File: config.mk
export PLATFORM = sky130hd
export DESIGN_NAME = aes_ctrl
export DESIGN_NICKNAME = d
export VERILOG_FILES = /design/src/rtl/core/aes_pkg.sv /design/src/rtl/core/aes_ctrl.sv
export VERILOG_INCLUDE_DIRS = /design/src /design/src/rtl/core
export SDC_FILE = /design/constraint.sdc
export NUM_CORES = 1
export LEC_CHECK = 0
export BUFFER_PORTS_ARGS = -buffer_cell sky130_fd_sc_hd__buf_2
export CAP_MARGIN = 10
export CORE_MARGIN = 2
export CORE_UTILIZATION = 45
export CTS_BUF_LIST = sky130_fd_sc_hd__clkbuf_16
export DETAILED_ROUTE_END_ITERATION = 8
export PLACE_DENSITY = 0.7
export SETUP_SLACK_MARGIN = 0.05
export SLEW_MARGIN = 20
export SYNTH_ARGS = -nofsm -noshare
export SYNTH_HDL_FRONTEND = slang
export SYNTH_SLANG_ARGS = --single-unit
File: constraint.sdc
create_clock -name clk -period 3.3 [get_ports clk]
set_input_delay 0 -clock clk [delete_from_list [all_inputs] [get_ports clk]]
set_output_delay 0 -clock clk [all_outputs]
set_load 0.005 [all_outputs]
File: src/rtl/core/aes128_block_cipher_ecb_cbc_macros.svh
// ----------------------------------------------------------------------------
// aes128_block_cipher_ecb_cbc_macros
// Assertion macros for the AES-128 core.
// ----------------------------------------------------------------------------
`ifndef AES128_BLOCK_CIPHER_ECB_CBC_MACROS_SVH
`define AES128_BLOCK_CIPHER_ECB_CBC_MACROS_SVH

// implication checked every cycle out of reset
`define AES_ASSERT_IMP(lbl, clk, rstn, ante, cons, msg) \
  lbl: assert property (@(posedge clk) disable iff (!rstn) (ante) |-> (cons)) \
    else $error(msg);

// next-cycle implication
`define AES_ASSERT_NXT(lbl, clk, rstn, ante, cons, msg) \
  lbl: assert property (@(posedge clk) disable iff (!rstn) (ante) |=> (cons)) \
    else $error(msg);

`endif

File: src/rtl/core/aes_pkg.sv
// ----------------------------------------------------------------------------
// aes_pkg
// Types, constants and byte functions shared by the AES-128 core.
// ----------------------------------------------------------------------------
package aes_pkg;

  localparam int unsigned ROUNDS_DEF = 10;
  localparam int unsigned CFG_IDX_W  = 3;

  typedef enum logic [CFG_IDX_W-1:0] {
    REG_KEY_HIGH   = 3'd0,
    REG_KEY_LOW    = 3'd1,
    REG_IV_HIGH    = 3'd2,
    REG_IV_LOW     = 3'd3,
    REG_CHAIN_MODE = 3'd4,
    REG_DIRECTION  = 3'd5
  } cfg_reg_t;

  typedef struct packed {
    logic [63:0] block_high;
    logic [63:0] block_low;
    logic        restart_chain;
  } in_word_t;

  typedef struct packed {
    logic [63:0] result_high;
    logic [63:0] result_low;
  } out_word_t;

  // controller -> datapath
  typedef struct packed {
    logic load;      // capture input word, start
    logic rnd;       // run one round
    logic last;      // this round is the final one
    logic finish;    // write result, update chain
  } dp_cmd_t;

  // controller -> key expander
  typedef struct packed {
    logic start;
    logic step;
  } kx_cmd_t;

  function automatic logic [7:0] sbox(input logic [7:0] a);
    logic [7:0] t [256];
    t = '{
    8'h63,8'h7c,8'h77,8'h7b,8'hf2,8'h6b,8'h6f,8'hc5,8'h30,8'h01,8'h67,8'h2b,8'hfe,8'hd7,8'hab,8'h76,
    8'hca,8'h82,8'hc9,8'h7d,8'hfa,8'h59,8'h47,8'hf0,8'had,8'hd4,8'ha2,8'haf,8'h9c,8'ha4,8'h72,8'hc0,
    8'hb7,8'hfd,8'h93,8'h26,8'h36,8'h3f,8'hf7,8'hcc,8'h34,8'ha5,8'he5,8'hf1,8'h71,8'hd8,8'h31,8'h15,
    8'h04,8'hc7,8'h23,8'hc3,8'h18,8'h96,8'h05,8'h9a,8'h07,8'h12,8'h80,8'he2,8'heb,8'h27,8'hb2,8'h75,
    8'h09,8'h83,8'h2c,8'h1a,8'h1b,8'h6e,8'h5a,8'ha0,8'h52,8'h3b,8'hd6,8'hb3,8'h29,8'he3,8'h2f,8'h84,
    8'h53,8'hd1,8'h00,8'hed,8'h20,8'hfc,8'hb1,8'h5b,8'h6a,8'hcb,8'hbe,8'h39,8'h4a,8'h4c,8'h58,8'hcf,
    8'hd0,8'hef,8'haa,8'hfb,8'h43,8'h4d,8'h33,8'h85,8'h45,8'hf9,8'h02,8'h7f,8'h50,8'h3c,8'h9f,8'ha8,
    8'h51,8'ha3,8'h40,8'h8f,8'h92,8'h9d,8'h38,8'hf5,8'hbc,8'hb6,8'hda,8'h21,8'h10,8'hff,8'hf3,8'hd2,
    8'hcd,8'h0c,8'h13,8'hec,8'h5f,8'h97,8'h44,8'h17,8'hc4,8'ha7,8'h7e,8'h3d,8'h64,8'h5d,8'h19,8'h73,
    8'h60,8'h81,8'h4f,8'hdc,8'h22,8'h2a,8'h90,8'h88,8'h46,8'hee,8'hb8,8'h14,8'hde,8'h5e,8'h0b,8'hdb,
    8'he0,8'h32,8'h3a,8'h0a,8'h49,8'h06,8'h24,8'h5c,8'hc2,8'hd3,8'hac,8'h62,8'h91,8'h95,8'he4,8'h79,
    8'he7,8'hc8,8'h37,8'h6d,8'h8d,8'hd5,8'h4e,8'ha9,8'h6c,8'h56,8'hf4,8'hea,8'h65,8'h7a,8'hae,8'h08,
    8'hba,8'h78,8'h25,8'h2e,8'h1c,8'ha6,8'hb4,8'hc6,8'he8,8'hdd,8'h74,8'h1f,8'h4b,8'hbd,8'h8b,8'h8a,
    8'h70,8'h3e,8'hb5,8'h66,8'h48,8'h03,8'hf6,8'h0e,8'h61,8'h35,8'h57,8'hb9,8'h86,8'hc1,8'h1d,8'h9e,
    8'he1,8'hf8,8'h98,8'h11,8'h69,8'hd9,8'h8e,8'h94,8'h9b,8'h1e,8'h87,8'he9,8'hce,8'h55,8'h28,8'hdf,
    8'h8c,8'ha1,8'h89,8'h0d,8'hbf,8'he6,8'h42,8'h68,8'h41,8'h99,8'h2d,8'h0f,8'hb0,8'h54,8'hbb,8'h16};
    return t[a];
  endfunction

  function automatic logic [7:0] isbox(input logic [7:0] a);
    logic [7:0] t [256];
    t = '{
    8'h52,8'h09,8'h6a,8'hd5,8'h30,8'h36,8'ha5,8'h38,8'hbf,8'h40,8'ha3,8'h9e,8'h81,8'hf3,8'hd7,8'hfb,
    8'h7c,8'he3,8'h39,8'h82,8'h9b,8'h2f,8'hff,8'h87,8'h34,8'h8e,8'h43,8'h44,8'hc4,8'hde,8'he9,8'hcb,
    8'h54,8'h7b,8'h94,8'h32,8'ha6,8'hc2,8'h23,8'h3d,8'hee,8'h4c,8'h95,8'h0b,8'h42,8'hfa,8'hc3,8'h4e,
    8'h08,8'h2e,8'ha1,8'h66,8'h28,8'hd9,8'h24,8'hb2,8'h76,8'h5b,8'ha2,8'h49,8'h6d,8'h8b,8'hd1,8'h25,
    8'h72,8'hf8,8'hf6,8'h64,8'h86,8'h68,8'h98,8'h16,8'hd4,8'ha4,8'h5c,8'hcc,8'h5d,8'h65,8'hb6,8'h92,
    8'h6c,8'h70,8'h48,8'h50,8'hfd,8'hed,8'hb9,8'hda,8'h5e,8'h15,8'h46,8'h57,8'ha7,8'h8d,8'h9d,8'h84,
    8'h90,8'hd8,8'hab,8'h00,8'h8c,8'hbc,8'hd3,8'h0a,8'hf7,8'he4,8'h58,8'h05,8'hb8,8'hb3,8'h45,8'h06,
    8'hd0,8'h2c,8'h1e,8'h8f,8'hca,8'h3f,8'h0f,8'h02,8'hc1,8'haf,8'hbd,8'h03,8'h01,8'h13,8'h8a,8'h6b,
    8'h3a,8'h91,8'h11,8'h41,8'h4f,8'h67,8'hdc,8'hea,8'h97,8'hf2,8'hcf,8'hce,8'hf0,8'hb4,8'he6,8'h73,
    8'h96,8'hac,8'h74,8'h22,8'he7,8'had,8'h35,8'h85,8'he2,8'hf9,8'h37,8'he8,8'h1c,8'h75,8'hdf,8'h6e,
    8'h47,8'hf1,8'h1a,8'h71,8'h1d,8'h29,8'hc5,8'h89,8'h6f,8'hb7,8'h62,8'h0e,8'haa,8'h18,8'hbe,8'h1b,
    8'hfc,8'h56,8'h3e,8'h4b,8'hc6,8'hd2,8'h79,8'h20,8'h9a,8'hdb,8'hc0,8'hfe,8'h78,8'hcd,8'h5a,8'hf4,
    8'h1f,8'hdd,8'ha8,8'h33,8'h88,8'h07,8'hc7,8'h31,8'hb1,8'h12,8'h10,8'h59,8'h27,8'h80,8'hec,8'h5f,
    8'h60,8'h51,8'h7f,8'ha9,8'h19,8'hb5,8'h4a,8'h0d,8'h2d,8'he5,8'h7a,8'h9f,8'h93,8'hc9,8'h9c,8'hef,
    8'ha0,8'he0,8'h3b,8'h4d,8'hae,8'h2a,8'hf5,8'hb0,8'hc8,8'heb,8'hbb,8'h3c,8'h83,8'h53,8'h99,8'h61,
    8'h17,8'h2b,8'h04,8'h7e,8'hba,8'h77,8'hd6,8'h26,8'he1,8'h69,8'h14,8'h63,8'h55,8'h21,8'h0c,8'h7d};
    return t[a];
  endfunction

  function automatic logic [7:0] xt(input logic [7:0] a);
    return {a[6:0], 1'b0} ^ (a[7] ? 8'h1b : 8'h00);
  endfunction

  function automatic logic [31:0] sub_word(input logic [31:0] w);
    return {sbox(w[31:24]), sbox(w[23:16]), sbox(w[15:8]), sbox(w[7:0])};
  endfunction

endpackage

File: src/rtl/core/aes_ctrl.sv
// ----------------------------------------------------------------------------
// aes_ctrl
// Sequencer: key expansion after key writes, round count, output handshake.
// ----------------------------------------------------------------------------
module aes_ctrl import aes_pkg::*; #(
  parameter int unsigned ROUNDS = ROUNDS_DEF
) (
  input  logic                        clk,
  input  logic                        rst_n,
  input  logic                        key_wr,
  input  logic                        dec,
  input  logic                        in_valid,
  output logic                        in_ready,
  output logic                        out_valid,
  input  logic                        out_ready,
  output dp_cmd_t                     dcmd,
  output kx_cmd_t                     kcmd,
  output logic [$clog2(ROUNDS+1)-1:0] kidx
);

  `include "aes128_block_cipher_ecb_cbc_macros.svh"

  localparam int unsigned RW = $clog2(ROUNDS + 1);

  typedef enum logic [3:0] {
    S_KEYX = 4'b0001,
    S_IDLE = 4'b0010,
    S_RUN  = 4'b0100,
    S_DONE = 4'b1000
  } state_t;

  state_t state_r, state_nxt;
  logic [RW-1:0] cnt_r, cnt_nxt;
  logic out_valid_r, out_valid_nxt;
  logic kx_pend_r, kx_pend_nxt;
  logic accept;

  // a waiting result does not block the input; the result write waits instead
  assign in_ready = (state_r == S_IDLE) && !kx_pend_r;
  assign accept   = in_valid && in_ready;
  assign out_valid = out_valid_r;

  always_comb begin
    state_nxt     = state_r;
    cnt_nxt       = cnt_r;
    kx_pend_nxt   = kx_pend_r | key_wr;
    out_valid_nxt = out_valid_r && !out_ready;
    dcmd          = '0;
    kcmd          = '0;
    kidx          = '0;
    case (state_r)
      S_KEYX: begin
        kcmd.step = 1'b1;
        cnt_nxt   = cnt_r + RW'(1);
        if (cnt_r == RW'(ROUNDS - 1)) state_nxt = S_IDLE;
      end
      S_IDLE: begin
        kidx = dec ? RW'(ROUNDS) : '0;
        if (kx_pend_r) begin
          kcmd.start  = 1'b1;
          kx_pend_nxt = key_wr;
          cnt_nxt     = '0;
          state_nxt   = S_KEYX;
        end else if (accept) begin
          dcmd.load = 1'b1;
          cnt_nxt   = RW'(1);
          state_nxt = S_RUN;
        end
      end
      S_RUN: begin
        kidx      = dec ? RW'(ROUNDS) - cnt_r : cnt_r;
        dcmd.rnd  = 1'b1;
        dcmd.last = (cnt_r == RW'(ROUNDS));
        cnt_nxt   = cnt_r + RW'(1);
        if (dcmd.last) state_nxt = S_DONE;
      end
      S_DONE: begin
        // hold until the output register is free or being drained
        if (!out_valid_r || out_ready) begin
          dcmd.finish   = 1'b1;
          out_valid_nxt = 1'b1;
          state_nxt     = S_IDLE;
        end
      end
      default: state_nxt = S_IDLE;
    endcase
  end

  always_ff @(posedge clk) begin
    if (!rst_n) begin
      state_r     <= S_IDLE;
      cnt_r       <= '0;
      out_valid_r <= 1'b0;
      kx_pend_r   <= 1'b1;
    end else begin
      state_r     <= state_nxt;
      cnt_r       <= cnt_nxt;
      out_valid_r <= out_valid_nxt;
      kx_pend_r   <= kx_pend_nxt;
    end
  end

  `AES_ASSERT_IMP(a_onehot, clk, rst_n, 1'b1, $onehot(state_r), "state not one-hot")
  `AES_ASSERT_IMP(a_done_free, clk, rst_n, dcmd.finish, !out_valid_r || out_ready,
    "result register overwritten")
  `AES_ASSERT_NXT(a_acc_run, clk, rst_n, accept, state_r == S_RUN, "accept did not start run")
  `AES_ASSERT_IMP(a_cnt, clk, rst_n, state_r == S_RUN, cnt_r != '0, "round count zero in run")

endmodule

# After elaboration in Yosys (flattened, before gate mapping)
# Cells that the tools add are included.
[totals]
output_inout_bits = 12
regBits = 10
word_cells = 53
in_bits = 6
[op_classes]
reduce_logical = 11
n_eq_ne = 10
addsub = 2
n_mux = 25
bitwise = 1
[ops]
columns = ["operator", "n"]
rows = [
  ["2-to-1 mux 4 bit", 9],
  ["one-hot mux 4 bit (2 select lines)", 2],
  ["one-hot mux 4 bit (4 select lines)", 1],
  ["== test 4 bit, second input constant", 3],
  ["2-to-1 mux 1 bit", 12],
  ["!= test 2 bit, second input constant", 3],
  ["adder 4 x 1 -> 4 bit, second input constant", 1],
  ["== test 4 x 1 -> 1 bit, second input constant", 1],
  ["== test 4 x 2 -> 1 bit, second input constant", 1],
  ["== test 4 x 3 -> 1 bit, second input constant", 1],
  ["AND reduction 4 bit", 1],
  ["subtractor 4 bit, first input constant", 1],
  ["logical AND 1 bit", 3],
  ["logical NOT 1 bit", 3],
  ["!= test 3 bit, second input constant", 1],
  ["2-to-1 mux 2 bit", 1],
  ["AND reduction 2 bit", 1],
  ["nonzero test 2 bit", 1],
  ["OR reduction 2 bit", 1],
  ["logical OR 1 bit", 1],
  ["OR 1 bit", 1],
]

# Depth between registers and ports, before layout
# Gate-level depths: netlist of the first run.
[logic_depth]
depth_word = 6
ltp_mapped = 6

# Worst setup path after synthesis of the first run
# OpenSTA, ideal clock, no wires.
[synth_path]
path_kind = "reg2reg"
from = "register state_r[0]"
to = "register cnt_r[0]"
synth_period_minus_slack_ps = 1470
arrival_time_ps = 1404
setup_slack_ps = 1830
path_stages_with_launch = 6
cell_sequence = "dfxtp_1 buf_6 or4b_4 nor3b_4 o21ai_2 a21oi_2"
[synth_via]
elab_chain_cells = 5
elab_cells_between_ends = 10
[synth_rtl]
columns = ["item", "line", "text"]
rows = [
  ["start: declaration", "aes_ctrl.sv:32", "state_t state_r, state_nxt;"],
  ["start signal: assignment", "aes_ctrl.sv:96", "state_r <= state_nxt;"],
  ["== test 4 x 2 -> 1 bit", "aes_ctrl.sv:39, aes_ctrl.sv:51", ""],
  ["logical AND 1 bit", "aes_ctrl.sv:39", "assign in_ready = (state_r == S_IDLE) && !kx_pend_r;"],
  ["logical AND 1 bit", "aes_ctrl.sv:40", "assign accept = in_valid && in_ready;"],
  ["!= test 3 bit (no source line)", "--", ""],
  ["AND reduction 2 bit (no source line)", "--", ""],
  ["end signal: assignment", "aes_ctrl.sv:97", "cnt_r <= cnt_nxt;"],
  ["end: declaration", "aes_ctrl.sv:33", "logic [RW-1:0] cnt_r, cnt_nxt;"],
]
# Several ways; a longest one is shown, not always the timed one.
# A chain may end at the register's enable or synchronous reset.

# Final worst setup path of the first run
[layout_path]
from = "register state_r[1]"
to = "output port kidx[1]"
[layout_via]
elab_chain_cells = 2
elab_cells_between_ends = 3
[layout_rtl]
columns = ["item", "line", "text"]
rows = [
  ["== test 4 x 3 -> 1 bit or == test 4 x 2 -> 1 bit (tied branches)", "aes_ctrl.sv:51", "case (state_r)"],
  ["one-hot mux 4 bit (2 select lines) *", "aes_ctrl.sv:51", ""],
  ["end: declaration", "aes_ctrl.sv:18", "output logic [$clog2(ROUNDS+1)-1:0] kidx"],
]
# Mark *: on every way between the ends. The rest lies on a longest branch, timed or not.

==> results of run 1 <==
-- metal layers --
layer	part of all wire	up-vias	GRT usage
li1	-	332	-
met1	0.44	290	0.2422
met2	0.49	19	0.3254
met3	0.061	2	0.06383
met4	0.010	0	0.03636
met5	0	-	0
-- path summary, 6_finish.rpt --
path	from	to	slack [ns]
min reg2reg	cnt_r[0]	cnt_r[0]	0.54
max	state_r[1]	kidx[1]	1.53
min	rst_n	kx_pend_r	0.05
max reg2reg	state_r[1]	cnt_r[1]	1.72
-- per-stage QoR --
step / power, mW / hold slack (ns) / utilization / instance area, sq um
final: 0.4845 / 0.04614 / 0.5774 / 849.6
after floorplan: 0.2424 / 0.1040 / - / 691.9
after global placement: 0.2664 / 0.1863 / 0.5170 / 760.7
after CTS: 0.4879 / 0.04676 / 0.5774 / 849.6
after detailed placement: 0.2674 / 0.1897 / 0.5170 / 760.7
after global routing: 0.5126 / 0.06485 / 0.5774 / 849.6
-- flip-flops by register name (all words and copies together), names as in the netlist --
| name | count |
|---|---|
| cnt_r | 4 |
| kx_pend_r | 1 |
| out_valid | 1 |
| state_r | 4 |
-- Yosys cell counts, types with 3 or more instances --
library cell | count | area share
sky130_fd_sc_hd__dfxtp_1 | 10 | 0.29
sky130_fd_sc_hd__nand2_1 | 9 | 0.049
sky130_fd_sc_hd__nor2_1 | 7 | 0.038
sky130_fd_sc_hd__inv_1 | 6 | 0.033
sky130_fd_sc_hd__nand3_1 | 4 | 0.029
sky130_fd_sc_hd__o21ai_0 | 4 | 0.029
sky130_fd_sc_hd__xor2_1 | 4 | 0.051
sky130_fd_sc_hd__a21oi_1 | 3 | 0.022
sky130_fd_sc_hd__ha_1 | 3 | 0.054
sky130_fd_sc_hd__nand2b_1 | 3 | 0.027
sky130_fd_sc_hd__nand3b_1 | 3 | 0.033
sky130_fd_sc_hd__nor2b_1 | 3 | 0.027
sky130_fd_sc_hd__o21a_1 | 3 | 0.033
-- power by group through the flow --
stage | clock network (mW) | registers, mW | logic, mW
4_1_cts | 0.220 | 0.153 | 0.115
5_1_grt | 0.227 | 0.156 | 0.130
2_1_floorplan | 0 | 0.141 | 0.101
6_report | 0.217 | 0.153 | 0.115
3_3_place_gp | 0 | 0.154 | 0.113
3_5_place_dp | 0 | 0.155 | 0.113
-- area by class of cell --
class | instances | area (sq um) | area share
tap | 16 | 20.02 | 0.02356
multi-input combinational | 65 | 432.9 | 0.5096
sequential | 10 | 200.2 | 0.2356
clock inverter | 1 | 3.754 | 0.004418
clock buffer | 3 | 75.07 | 0.08837
timing repair buffer | 18 | 95.09 | 0.1119
inverter | 6 | 22.52 | 0.02651
-- critical path, cell delays in order (launching register included) --
cell and delay, ns:
sky130_fd_sc_hd__dfxtp_1 0.37, sky130_fd_sc_hd__nor2_1 0.32, sky130_fd_sc_hd__nand3b_1 0.26, sky130_fd_sc_hd__inv_1 0.18
sky130_fd_sc_hd__a21oi_1 0.09, sky130_fd_sc_hd__o21ai_0 0.17, sky130_fd_sc_hd__buf_2 0.13
-- layout by cell type (no fill, tap or decap), drive strengths merged, types with 2 or more instances in the layout --
cell type / count
nand3: 4
dfxtp: 10
o21a: 3
buf: 17
nor2: 7
nor4b: 2
xor2: 4
o21ai: 5
nand2b: 3
nand3b: 3
nand2: 9
inv: 6
clkbuf: 3
a21oi: 4
nor2b: 3
ha: 3
a211oi: 2
-- cell families (layout without fill, tap and decap cells) --
family | count (synthesis) | count (layout) | synth area share
AOI/OAI and AO/OA | 19 | 19 | 0.1899
xor gates and xnor gates | 5 | 5 | 0.06329
adders and majority gates | 3 | 3 | 0.05426
buffers and inverters | 11 | 28 | 0.08497
DFF | 10 | 10 | 0.2893
and+or+nand+nor | 38 | 38 | 0.3183
-- timing repair --
action | CTS | global route
hold buffers | 1 | 0
endpoints found under the hold margin | 1 | 0
endpoints found under the setup margin | 0 | 0
==> results.cfg, run 1 <==
[outcome]
outcome = finished, final reports clean

[grt]
grt_first_pass_wirelength_microns = 2697
grt_pass1_vias = 613
antenna_found_initial = 0
gr-usage-all-layers = 0.1941
grt_overflow_total = 0
grt_start_max_net_pins = 12

[die]
die_width_microns = 43.21
initial_utilization = 0.4702
row_count = 14
die_height_microns = 43.21
floorplan.io_pins = 18
fp.dieArea_sq_um = 1867
fp.coreArea_sq_um = 1471

[routing]
starting_drt_drc_count = 14
route.detailed.drc = 0
drt_pass1_iterations = 4
via_per_inst = 5.403
detail-route-antenna-nets = 0
dr_vias = 643
routed_wire_length_per_instance_microns = 12.62
route.final.wire_length_microns = 1502

[finish]
final_layout_size_suffix_gt1_frac = 0.2524
finish.cell_count_without_fillers = 119
num-nets-final = 113
layout-area-overhead-vs-synth_pct = 22.78
insertedDiodeCount = 0
fillers = 148

[synth]
ys_seq_elements = 10
synth-warning-count = 0
synth_nets = 95
synthesis.area_per_instance_sq_um = 8.046
share_of_the_yosys_chip_area_belonging_to_registers = 0.2893
synth_flop_cell = sky130_fd_sc_hd__dfxtp_1
synthDistinctLibCells = 34
share_of_flip_flops_with_an_asynchronous_set_or_reset = 0
synth-edff-count = 0
post_synthesis_instance_total = 86
synth_area_sq_um = 691.9

[sta]
postLayoutSetupSlackWorst_ns = 1.528
worst_slew_margin_rel = 0.5906
period_needed_ns = 1.772
timing.final.max_slew_violations = 0
tightest_slew_ns = 0.6055
worst_clock_skew_ns = 0.004309
setup_viol_count_final = 0
fmax_mhz = 564.2
final_min_period_over_clock_period = 0.5371
grt_setup_unrepaired = false
setup_total_negative_slack_ns = 0
final_hold_violation_count = 0

[clock_network]
post-cts-setup-buffers = 0
clk_path_buf_depth = 2
numCtsBuffers = 3
postCtsResizedCells = 0
tritoncts = done
clkSlewWorstSetupHoldPaths_ns = 0.04
clock-root-buffer = sky130_fd_sc_hd__clkbuf_16
cts.htree.levels = 1
clock_insertion_delay_worst_skew_ns = 0.24
clkSinkCount = 10

[run]
max_cap_violations = 0

[power]
power.share.combinational = 0.237
total_switching_power_mw = 0.1391
p_leak_nw = 0.3957
switching_share = 0.2871
powerDensity_nw_per_um2 = 570.3
maximum_resistive_drop_on_vdd_v = 0.0004389
clock_power_share = 0.447
internal-power_mw = 0.3454
share_seq_of_total_power = 0.316

[setup_path]
worstSetupStartpointType = flop
critPathRequiredTime_ns = 3.30
criticalPathCategory = flop to output pin
reg2reg_depth = 4
worstSetupEndpointType = output pin
critical_path_data_arrival_time_ns = 1.77
crit_path_max_fanout = 9

[place]
globalplace.congestion = 0.8288
dpl.cell_count = 114
detailed_place_hpwl_microns = 1139
buffer_ports.inserted = 17
place_worst_setup_slack_ns = 1.720

[worst_hold_path]
whs_path_depth = 2
worst_hold_path_type = input pin to flop
Note: power is estimated with default switching activity, not from simulation.
==> run 2: changes to the inputs <==
- clock period: 3.3 -> 1.7 ns (I/O delays scaled with it)
==> run 2 against run 1 <==
Final area up 4.9%. Clock power increased by 95%. Critical endpoint is now dcmd[3]. Cell count is 4.2% higher.
==> results.cfg, run 2 (synthesis results as in run 1) <==
[power]
internal-power_mw = 0.6926
power.total_mw = 0.9788
share_seq_of_total_power = 0.307
clock_power_share = 0.433
powerDensity_nw_per_um2 = 1099
total_switching_power_mw = 0.2862
p_leak_nw = 0.4198
power.share.combinational = 0.260
maximum_resistive_drop_on_vdd_v = 0.0006363
switching_share = 0.2924

[worst_hold_path]
worst_hold_path_type = input pin to flop
min_from = rst_n

[place]
detailed_place_hpwl_microns = 1114
post_dp_cell_area_sq_um = 775.7
buffer_ports.inserted = 17
dpl.cell_count = 116
globalplace.congestion = 0.8680

[finish]
final_layout_size_suffix_gt1_frac = 0.3148
layout.cells.most_common = sky130_fd_sc_hd__buf_2
reg_top3 = cnt_r: 4 flops, state_r: 4 flops
finish.cell_count_without_fillers = 124
insertedDiodeCount = 0
leading_cell_types_in_the_layout_fill_and_taps_excluded = sky130_fd_sc_hd__buf_2, sky130_fd_sc_hd__nand2_1, sky130_fd_sc_hd__nor2_1, sky130_fd_sc_hd__dfxtp_1, sky130_fd_sc_hd__inv_1
layout-area-overhead-vs-synth_pct = 28.75
finalCoreUtilization = 0.6054
stdcell_area_sq_um = 890.9
num-nets-final = 118

[outcome]
outcome = finished, final reports clean

[clock_network]
numCtsBuffers = 3
cts.htree.levels = 1
clk_path_buf_depth = 2
clock-root-buffer = sky130_fd_sc_hd__clkbuf_16
clkSinkCount = 10
tritoncts = done
clock_insertion_delay_worst_skew_ns = 0.24
clkSlewWorstSetupHoldPaths_ns = 0.04

[setup_path]
worstSetupStartpointType = flop
crit_path_max_fanout = 10
critPathRequiredTime_ns = 1.70
timing.critical_path.cells = or4b_4 -> nor3b_4 -> buf_2
r2r-start = state_r[0]
path_delay_family = simple AND/OR/NAND/NOR gates
critical_path_data_arrival_time_ns = 1.59
worstSetupEndpointType = output pin
timing.critical_path.buf_inv = 1
criticalPathCategory = flop to output pin
worst_stage_delay_on_the_critical_path_ns = 0.59
timing.critical_path.slowest_stage_cell = sky130_fd_sc_hd__or4b_4
startpoint = state_r[0]

[routing]
routed_wire_length_per_instance_microns = 13.48
dr_vias = 692
route.detailed.drc = 0
drt_pass1_iterations = 6
detail-route-antenna-nets = 0
starting_drt_drc_count = 22
route.final.wire_length_microns = 1671
via_per_inst = 5.581

[grt]
grt_pass1_vias = 633
grt_first_pass_wirelength_microns = 2663
grt_start_max_net_pins = 12
gr-usage-all-layers = 0.1955
grt_overflow_total = 0
antenna_found_initial = 0

[sta]
worst_slew_margin_rel = 0.7425
final_min_period_over_clock_period = 0.9352
fmax_mhz = 629.0
timing.final.max_slew_violations = 0
setup_viol_count_final = 0
grt_setup_unrepaired = false
tightest_slew_ns = 0.3850
period_needed_ns = 1.590
final_hold_violation_count = 0
setup_total_negative_slack_ns = 0
worst_clock_skew_ns = 0.001079

[die]
floorplan.io_pins = 18
initial_utilization = 0.4702
die_width_microns = 43.21
die_height_microns = 43.21
row_count = 14
fp.coreArea_sq_um = 1471
fp.dieArea_sq_um = 1867

[run]
max_cap_violations = 0
==> run 2: changes by cell type in the layout (fill, tap and decap cells not counted) <==
cell                      previous run  this run
sky130_fd_sc_hd__dfxtp_2             0         3
sky130_fd_sc_hd__buf_4               0         5
sky130_fd_sc_hd__dfxtp_1            10         7
==> run 2: per-layer routing <==
layer,up-vias,global-route usage,wire (microns)
li1,340,-,-
met1,319,0.2461,772
met2,31,0.2925,756
met3,2,0.07234,122
met4,0,0.09091,20
met5,-,0,0
==> run 2: per-stage QoR <==
stage	worst slack, ns	hold slack (ns)
after CTS	0.05924	0.05787
after detailed placement	0.2050	0.1957
after global routing	0.05829	0.08036
after global placement	0.2415	0.1885
final	0.1102	0.05326
after floorplan	0.2304	0.1040
==> run 2: final timing paths <==
path,endpoint,slack (ns),cells after the start
worst max-delay path,dcmd[3],0.11,3
worst min-delay path,kx_pend_r,0.05,2
worst max register to register,cnt_r[0],0.12,5
worst min register to register,cnt_r[0],0.56,1
==> run 2: power groups by stage <==
stage | Sequential [mW] | Combinational [mW] | Clock [mW]
3_3_place_gp | 0.299 | 0.238 | 0
3_5_place_dp | 0.300 | 0.238 | 0
6_report | 0.300 | 0.254 | 0.424
2_1_floorplan | 0.274 | 0.197 | 0
4_1_cts | 0.297 | 0.247 | 0.429
5_1_grt | 0.308 | 0.278 | 0.442
==> run 2: cell type report <==
| type | instances | area [sq um] |
|---|---|---|
| timing repair buffer | 23 | 132.6 |
| inverter | 6 | 22.52 |
| clock buffer | 3 | 75.07 |
| sequential | 10 | 203.9 |
| multi-input combinational | 65 | 432.9 |
| tap | 16 | 20.02 |
| clock inverter | 1 | 3.754 |
| fill | 137 | 580.6 |
==> run 2: worst reg2reg max path, delay by kind of cell (launching register included) <==
| family | cells | cell delay, ns |
|---|---|---|
| flip-flops | 1 | 0.36 |
| AND/OR/NAND/NOR | 2 | 0.83 |
| buffers and inverters | 1 | 0.16 |
| AO/OA/AOI/OAI | 2 | 0.16 |
==> run 2: timing repair <==
action	CTS	global route
endpoints found under the setup margin	1	2
hold buffers	1	0
pin swaps	1	1
buffers inserted	0	3
gates resized for setup	0	3
endpoints found under the hold margin	1	0
==> run 3: changes to the inputs <==
- CORE_MARGIN: 2 -> 3
- PLACE_DENSITY: 0.7 -> default
- PLACE_DENSITY_LB_ADDON: default -> 0.15
- clock period: 1.7 -> 1.8 ns (I/O delays scaled with it)
==> run 3 against run 2 <==
Global-route usage shrank 1.3 points. Setup slack gained 0.050 ns. Sequential power shrank 6%. Die area grew 9.5%. Power shrank 8.3%. Clock skew grew 0.0013 ns. Utilization grew 2.4 points. Clock power shrank 8.0%. Combinational power shrank 11%. Via count shrank 2.5%. First-iteration DRC count grew 36%.
==> results.cfg, run 3 (synthesis results as in run 1) <==
[routing]
starting_drt_drc_count = 30
wl_met1_microns = 757
routed_wire_length_per_instance_microns = 13.24
via_per_inst = 5.672
dr_vias = 675
detail-route-antenna-nets = 0
drt_pass1_iterations = 4
wl_met2_microns = 665
route.top_layer_used = met4
route.detailed.drc = 0
route.final.wire_length_microns = 1575
routed-wl-met3_microns = 119

[finish]
final_layout_size_suffix_gt1_frac = 0.2692
leading_cell_types_in_the_layout_fill_and_taps_excluded = sky130_fd_sc_hd__buf_2, sky130_fd_sc_hd__dfxtp_1, sky130_fd_sc_hd__nand2_1
reg_top3 = cnt_r: 4 flops, state_r: 4 flops
finalCoreUtilization = 0.6291
fillers = 123
multi_input_area_sq_um = 432.9
insertedDiodeCount = 0
num-nets-final = 115
layout.cells.most_common = sky130_fd_sc_hd__buf_2
area.sequential_sq_um = 200.2
layout-area-overhead-vs-synth_pct = 24.23

[sta]
final_min_period_over_clock_period = 0.9108
timing.final.max_slew_violations = 0
worst_clock_skew_ns = 0.002388
setup_total_negative_slack_ns = 0
final_hold_violation_count = 0
setup_viol_count_final = 0
fmax_mhz = 610.0
worst_slew_margin_rel = 0.7394
period_needed_ns = 1.639
grt_setup_unrepaired = false
final.hold.worst_slack_ns = 0.06194
tightest_slew_ns = 0.3854

[setup_path]
critPathRequiredTime_ns = 1.80
worstSetupStartpointType = flop
reg2reg_slack_ns = 0.29
worstSetupEndpointType = output pin
crit_path_max_fanout = 10
critical_path_data_arrival_time_ns = 1.64
reg2reg_depth = 4
criticalPathCategory = flop to output pin

[clock_network]
tritoncts = done
clk_path_buf_depth = 2
clkSlewWorstSetupHoldPaths_ns = 0.04
clkSinkCount = 10
clock_insertion_delay_worst_skew_ns = 0.24
post-cts-setup-buffers = 0
cts.htree.levels = 1
clock-root-buffer = sky130_fd_sc_hd__clkbuf_16
postCtsResizedCells = 0
hold_fix_buffer_count_after_cts = 1
numCtsBuffers = 3

[grt]
antenna_found_initial = 0
grt_pass1_vias = 564
grt_first_pass_wirelength_microns = 2587
grt_overflow_total = 0
gr-usage-all-layers = 0.1824
grt_start_max_net_pins = 12

[place]
globalplace.congestion = 0.7881
buffer_ports.inserted = 17
detailed_place_hpwl_microns = 1142

[worst_hold_path]
whs_path_depth = 2
worst_hold_path_type = input pin to flop

[power]
powerDensity_nw_per_um2 = 1044
maximum_resistive_drop_on_vdd_v = 0.0006739
p_leak_nw = 0.4040

[die]
fp.coreArea_sq_um = 1366
die_width_microns = 45.21
row_count = 13
floorplan.io_pins = 18
initial_utilization = 0.5064
die_height_microns = 45.21
fp.dieArea_sq_um = 2044

[run]
max_cap_violations = 0

[outcome]
outcome = finished, final reports clean
==> run 3: cell types whose count changed in the layout (fill, tap and decap cells not counted), sizes merged <==
cell	previous run	this run
buf	22	19
clkinv	1	0
==> run 3: final timing paths <==
check	startpoint	endpoint
min reg2reg	cnt_r[0]	cnt_r[0]
max reg2reg	state_r[0]	cnt_r[0]
max	state_r[0]	dcmd[3]
min	rst_n	kx_pend_r
==> run 3: metrics by stage <==
step	power [mW]	cell area, sq um	setup slack, ns	cells
global route	0.9490	859.6	0.08073	119
global placement	0.5067	774.5	0.3334	115
finish	0.8977	859.6	0.1605	119
CTS	0.9072	859.6	0.1493	119
floorplan	0.4444	691.9	0.3304	86
detailed placement	0.5070	774.5	0.3003	115
==> run 3: where the power goes <==
group | total, mW | leakage, nW | internal (mW) | switching, mW
logic | 0.226 | 0.286 | 0.116 | 0.111
clock network | 0.390 | 0.0370 | 0.288 | 0.102
registers | 0.281 | 0.0815 | 0.241 | 0.0400
total | 0.898 | 0.404 | 0.645 | 0.253
==> run 3: metal layers <==
| layer | GRT usage | vias up |
|---|---|---|
| met5 | 0 | - |
| met4 | 0.1053 | 0 |
| met3 | 0.04781 | 5 |
| met2 | 0.2345 | 26 |
| met1 | 0.2662 | 312 |
| li1 | - | 332 |
==> run 3: area by class of cell <==
cell class              count  share of cell area
multi-input cells          65              0.5036
flip-flops and latches     10              0.2329
repair buffers             20              0.1281
clock buffers               3             0.08734
inverters                   6             0.02620
well taps                  15             0.02183
==> run 3: worst max-delay path: stages (launching register included) <==
cell                      delay [ns]
sky130_fd_sc_hd__dfxtp_1        0.39
sky130_fd_sc_hd__or4b_4         0.61
sky130_fd_sc_hd__nor3b_4        0.25
sky130_fd_sc_hd__buf_2          0.15
